`src/rtl/kli_pkg.sv`:
```
// ----------------------------------------------------------------------------
// Keyframe linear interpolator package
// Shared constants, command and key types for the interpolator modules.
// ----------------------------------------------------------------------------
package kli_pkg;

    localparam int MAX_KEYS    = 16;
    localparam int KEY_IDX_W   = (MAX_KEYS > 2) ? $clog2(MAX_KEYS) : 1;
    localparam int CNT_W       = $clog2(MAX_KEYS + 1);
    localparam int QUEUE_DEPTH = 2;
    localparam int QPTR_W      = (QUEUE_DEPTH > 2) ? $clog2(QUEUE_DEPTH) : 1;
    localparam int QCNT_W      = $clog2(QUEUE_DEPTH + 1);

    localparam int FRAC_BITS = 16;
    localparam int FRAC_W    = FRAC_BITS + 1;
    localparam logic [FRAC_W-1:0] FRAC_ONE = FRAC_W'(1) << FRAC_BITS;
    localparam int PROD_W    = 51;
    localparam int DIV_STEP_W = $clog2(FRAC_BITS + 1);

    localparam int KEY_COUNT_W            = 5;
    localparam logic [KEY_COUNT_W-1:0] KEY_COUNT_RESET = KEY_COUNT_W'(2);
    localparam int IN_DATA_W              = 168;
    localparam int OUT_DATA_W             = 96;

    localparam logic [1:0] OP_LOAD  = 2'd0;
    localparam logic [1:0] OP_START = 2'd1;
    localparam logic [1:0] OP_TICK  = 2'd2;

    typedef enum logic [1:0] {
        CMD_LOAD,
        CMD_START,
        CMD_TICK
    } cmd_kind_t;

    typedef struct packed {
        logic [31:0] key_time;
        logic [31:0] key_x;
        logic [31:0] key_y;
        logic [31:0] key_z;
    } key_entry_t;

    typedef struct packed {
        cmd_kind_t   kind;
        logic [3:0]  key_slot;
        key_entry_t  key;
        logic [31:0] now_time;
    } cmd_t;

endpackage

```
`src/rtl/kli_fifo.sv`:
```
// ----------------------------------------------------------------------------
// Keyframe interpolator command queue
// Short first-in first-out queue between the front end and the engine.
// ----------------------------------------------------------------------------
module kli_fifo (
    input  logic          clk,
    input  logic          rst_n,
    input  logic          push,
    input  kli_pkg::cmd_t push_cmd,
    output logic          full,
    input  logic          pop,
    output logic          valid,
    output kli_pkg::cmd_t head
);

    kli_pkg::cmd_t                  slot_reg [kli_pkg::QUEUE_DEPTH];
    logic [kli_pkg::QPTR_W-1:0]     wr_ptr_reg, wr_ptr_next;
    logic [kli_pkg::QPTR_W-1:0]     rd_ptr_reg, rd_ptr_next;
    logic [kli_pkg::QCNT_W-1:0]     count_reg, count_next;

    assign full  = (count_reg == kli_pkg::QCNT_W'(kli_pkg::QUEUE_DEPTH));
    assign valid = (count_reg != '0);
    assign head  = slot_reg[rd_ptr_reg];

    always_comb
    begin
        wr_ptr_next = wr_ptr_reg;
        rd_ptr_next = rd_ptr_reg;
        count_next  = count_reg;
        if (push)
        begin
            wr_ptr_next = (wr_ptr_reg == kli_pkg::QPTR_W'(kli_pkg::QUEUE_DEPTH - 1))
                          ? '0 : wr_ptr_reg + 1'b1;
        end
        if (pop)
        begin
            rd_ptr_next = (rd_ptr_reg == kli_pkg::QPTR_W'(kli_pkg::QUEUE_DEPTH - 1))
                          ? '0 : rd_ptr_reg + 1'b1;
        end
        if (push && !pop)
        begin
            count_next = count_reg + 1'b1;
        end
        else if (pop && !push)
        begin
            count_next = count_reg - 1'b1;
        end
    end

    always_ff @(posedge clk or negedge rst_n)
    begin
        if (!rst_n)
        begin
            wr_ptr_reg <= '0;
            rd_ptr_reg <= '0;
            count_reg  <= '0;
        end
        else
        begin
            wr_ptr_reg <= wr_ptr_next;
            rd_ptr_reg <= rd_ptr_next;
            count_reg  <= count_next;
        end
    end

    always_ff @(posedge clk)
    begin
        if (push)
        begin
            slot_reg[wr_ptr_reg] <= push_cmd;
        end
    end

endmodule

```
`config.mk`:
```
export PLATFORM = sky130hd
export DESIGN_NAME = kli_fifo
export DESIGN_NICKNAME = d
export VERILOG_FILES = /design/src/rtl/kli_pkg.sv /design/src/rtl/kli_fifo.sv
export SDC_FILE = /design/constraint.sdc
export NUM_CORES = 1
export LEC_CHECK = 0
export ABC_AREA = 0
export BUFFER_PORTS_ARGS = -buffer_cell sky130_fd_sc_hd__buf_2
export CORE_ASPECT_RATIO = 1.2
export CORE_MARGIN = 2
export CORE_UTILIZATION = 52
export CTS_CLUSTER_SIZE = 10
export DETAILED_ROUTE_END_ITERATION = 10
export PLACE_DENSITY = 0.79
export SETUP_SLACK_MARGIN = 0.3
export SLEW_MARGIN = 0
export SYNTH_ARGS = -nofsm -noshare
export SYNTH_HDL_FRONTEND = slang
export SYNTH_SLANG_ARGS = --single-unit
```
`constraint.sdc`:
```
create_clock -name clk -period 11.15 [get_ports clk]
set_input_delay 1.6725 -clock clk [delete_from_list [all_inputs] [get_ports clk]]
set_output_delay 1.6725 -clock clk [all_outputs]
set_load 0.05 [all_outputs]
```
# Word level (Yosys, flattened, before mapping)
# Memories as Yosys holds them, arrays and structs flattened.
# Cells that the tools add are included.
# totals
output_inout_bits,168
memories,1
register_bits,4
ram_bits,332
input_bits,170
# classes
add_sub_neg,4
eq_ne,1
mux,6
reduce_logical,6
# memory_table
name,words,width,rd,rd_ports_with_merged_regs,write_ports,line,text
slot_reg,2,166,1,0,1,kli_fifo.sv:16,kli_pkg::cmd_t slot_reg [kli_pkg::QUEUE_DEPTH];
# op_table
operator,n
1-bit two-way mux,4
2-bit two-way mux,2
2-bit nonzero test,2
"1-bit adder, second input constant",2
"2-bit by 1-bit adder with 2-bit output, second input constant",1
"2-bit == test, second input constant",1
1-bit logical AND,2
1-bit zero test,2
"2-bit by 1-bit subtractor with 2-bit output, second input constant",1

# Logic depth before layout (Yosys ltp)
# logic_depth
ltp_word,4
ltp_mapped,5
mapped_depth_nobuf,5

# Worst setup path before layout
# OpenSTA, ideal clock, no wires.
# synth_timing
path_type,in2reg
from,input push
to,"memory slot_reg[0][0] (netlist name), enable pin"
required_ns,10.436
stages,1
setup_time_ns,0.714
t_arrival_ns,8.844
path_slack_ns,1.592
path_cell_list,nor2b_1
# synth_via
elab_chain_len,2
# synth_lines
element,line,text
start: declaration,kli_fifo.sv:8,"input logic push,"
1-bit two-way mux,kli_fifo.sv:68,if (push)
1-bit two-way mux (not written as such),kli_fifo.sv:70,slot_reg[wr_ptr_reg] <= push_cmd;
end: declaration,kli_fifo.sv:16,
# Every way passes these cells.

==> reports/metrics.csv <==
stage,metric,value,unit
pwr,power.density,308,nW/um^2
worst_setup_path,arrival,3290,ps
finish,fillCellCount,1602,
global_route,grt_pass1_wl,35700,um
worst_setup_path,rrSetupSlack,8740,ps
min_path,min_path_type,reg -> reg,
synth,ys_seq_area_share,79.2,%
clocking,cts.path.max_buffers,3,
synth,synth_seq_cells,336,
drt,drtPass1Iterations,4,
global_route,grt_max_degree,77,
worst_setup_path,end_kind,output pin,
worst_setup_path,timing.rr.start,wr_ptr_reg,
pwr,ir_drop,0.000218,V
clocking,cts.clk_slew.worst_paths,50,ps
floorplan,top_level_ports,338,
clocking,root_buffer,clkbuf_16,
placed_design,dp_hpwl,15800,um
drt,viasPerCell,5.04,
drt,drc,0,
min_path,holdPathEnd,count_reg[1],
floorplan,die_width,147,um
clocking,cts_htree_levels,2,
clocking,ctsResizeCount,0,
floorplan,core-area,24000,um^2
worst_setup_path,cp.required,9480,ps
drt,drt-total-wl,24200,um
sta,rsz0062_at_grt,no,
drt,vias,6214,
sta,skew,14.9,ps
global_route,first_global_vias,6662,
clocking,clock_sinks,336,
synth,synth_warnings,0,
sta,setup_viol,0,
status,status,"finished, final reports clean",
floorplan,start_util,53.0,%
sta,timing.final.crit_share,44.5,%
sta,tns,0,ps
synth,netlist_instances,533,
min_path,hold_start,count_reg[1],
clocking,postCtsHoldBufs,0,
synth,syn_area,12700,um^2
synth,syn_nets,704,
clocking,cts_tree,yes,
worst_setup_path,reg2reg_depth,2,
clocking,post_cts_buffers,0,
drt,wl_per_cell,19.6,um
drt,drt_iter0_drc,230,
pwr,power,4.84,mW
floorplan,rows,62,
placed_design,io_buffers,337,
worst_setup_path,start_kind,flop,
sta,worstMarginPinSlew,1070,ps
synth,synth.avg_cell_area,23.8,um^2
sta,finalHoldViolCount,0,
finish,area_growth,23.6,%
sta,finalMaxSlewViolations,0,
global_route,track_usage,18.1,%
min_path,hold_depth,1,
sta,period_needed,4970,ps
pwr,p_leak,6.29,nW
floorplan,die_y,175,um
clocking,cts_buffers,39,
finish,largest_reg_flops,332,
drt,ant_nets,0,
placed_design,gp_congestion,0.760,
global_route,antenna_found_initial,7,
sta,slew_headroom,28.5,%
finish,nets,1069,
global_route,grt_overflow_total,0,
worst_setup_path,crit_fanout,64,
worst_setup_path,setup.worst_path.class,reg -> out,
run,cap_violations,0,
clocking,clk_latency,510,ps
synth,synth.distinct_cells,14,
worst_setup_path,r2r-end,slot_reg[0][89],
sta,max_freq,201,MHz
finish,drive_gt1_share,61.2,%
floorplan,dieArea,25700,um^2
[final cells by class]
cell class | count | area, um^2 | share of cell area (%)
Tap cell | 320 | 400 | 2.55
Clock buffer | 47 | 1010 | 6.40
Antenna cell | 4 | 10.0 | 0.0637
Clock inverter | 4 | 31.3 | 0.199
Inverter | 1 | 3.75 | 0.0239
Timing Repair Buffer | 343 | 1730 | 11.0
Multi-Input combinational cell | 177 | 2450 | 15.6
Sequential cell | 336 | 10100 | 64.1
[logic make-up after synthesis]
logic type / share of synthesized area, %
multiplexers: 18.5
AND/OR/NAND/NOR: 0.226
XOR/XNOR: 0.345
adder cells (fa/ha/maj): 0.0984
flip-flops: 79.2
buffers and inverters: 1.57
[cell usage in the layout, fill, tap and decap left out]
cell       netlist  final
clkbuf_16        0     39
nor2b_4          0      1
mux2_2          36     36
nor2_1           1      1
xnor2_1          1      1
dfrtp_1          4      3
nor2b_1          2      1
and2_4           0      1
buf_2            3    337
or2_2            1      1
xor2_1           4      4
clkbuf_1         0      8
mux2_4         130    130
inv_1            1      1
ha_1             1      1
buf_4            0      6
dfrtp_4          0      1
edfxtp_1       332    332
clkinv_2         0      1
diode_2          0      4
inv_6            0      3
[routing by layer]
layer  vias to the layer above  part of all wire [%]  GRT usage, %
met5                         -                  0.18             0
met4                         6                   4.6          9.10
met3                        76                   6.5          4.78
met2                       243                    53          32.8
met1                      3047                    36          19.6
li1                       2842                     -             -
[synthesized netlist by cell type]
cell type / count / area [um^2]
ha_1: 1 / 12.5
mux2_2: 36 / 405
edfxtp_1: 332 / 9970
buf_2: 3 / 15.0
buf_6: 16 / 180
xor2_1: 4 / 35.0
nor2b_1: 2 / 12.5
and2_1: 1 / 6.26
mux2_4: 130 / 1950
nor2_1: 1 / 3.75
or2_2: 1 / 6.26
xnor2_1: 1 / 8.76
inv_1: 1 / 3.75
dfrtp_1: 4 / 100
[how the worst max path moves through the flow]
stage | endpoint | cells after the start | startpoint
after floorplan | slot_reg[0][0] | 1 | push
after global placement | head[147] | 3 | rd_ptr_reg
after detailed placement | head[136] | 3 | rd_ptr_reg
after CTS | head[136] | 3 | rd_ptr_reg
after global routing | head[136] | 3 | rd_ptr_reg
final | head[136] | 3 | rd_ptr_reg
[power by group]
part / internal [mW] / total [mW] / switching, mW
logic: 0.616 / 1.98 / 1.36
registers: 1.68 / 1.80 / 0.116
clock network: 0.629 / 1.07 / 0.440
[stage by stage]
step	util, %	hold slack [ps]	area [um^2]	instances	worst slack [ps]
2_1_floorplan	-	447	12700	533	1590
3_3_place_gp	61.2	466	14700	1177	6690
3_5_place_dp	61.2	482	14700	1177	6680
4_1_cts	65.5	499	15700	1228	6130
5_1_grt	65.5	527	15700	1232	6040
6_report	65.5	488	15700	1232	6180
[critical path, cell delays in order (launching register included)]
cell     delay, ps
dfrtp_4       1130
buf_4          940
mux2_2         430
buf_2          210
No activity file was read; power rests on OpenSTA's default activity.
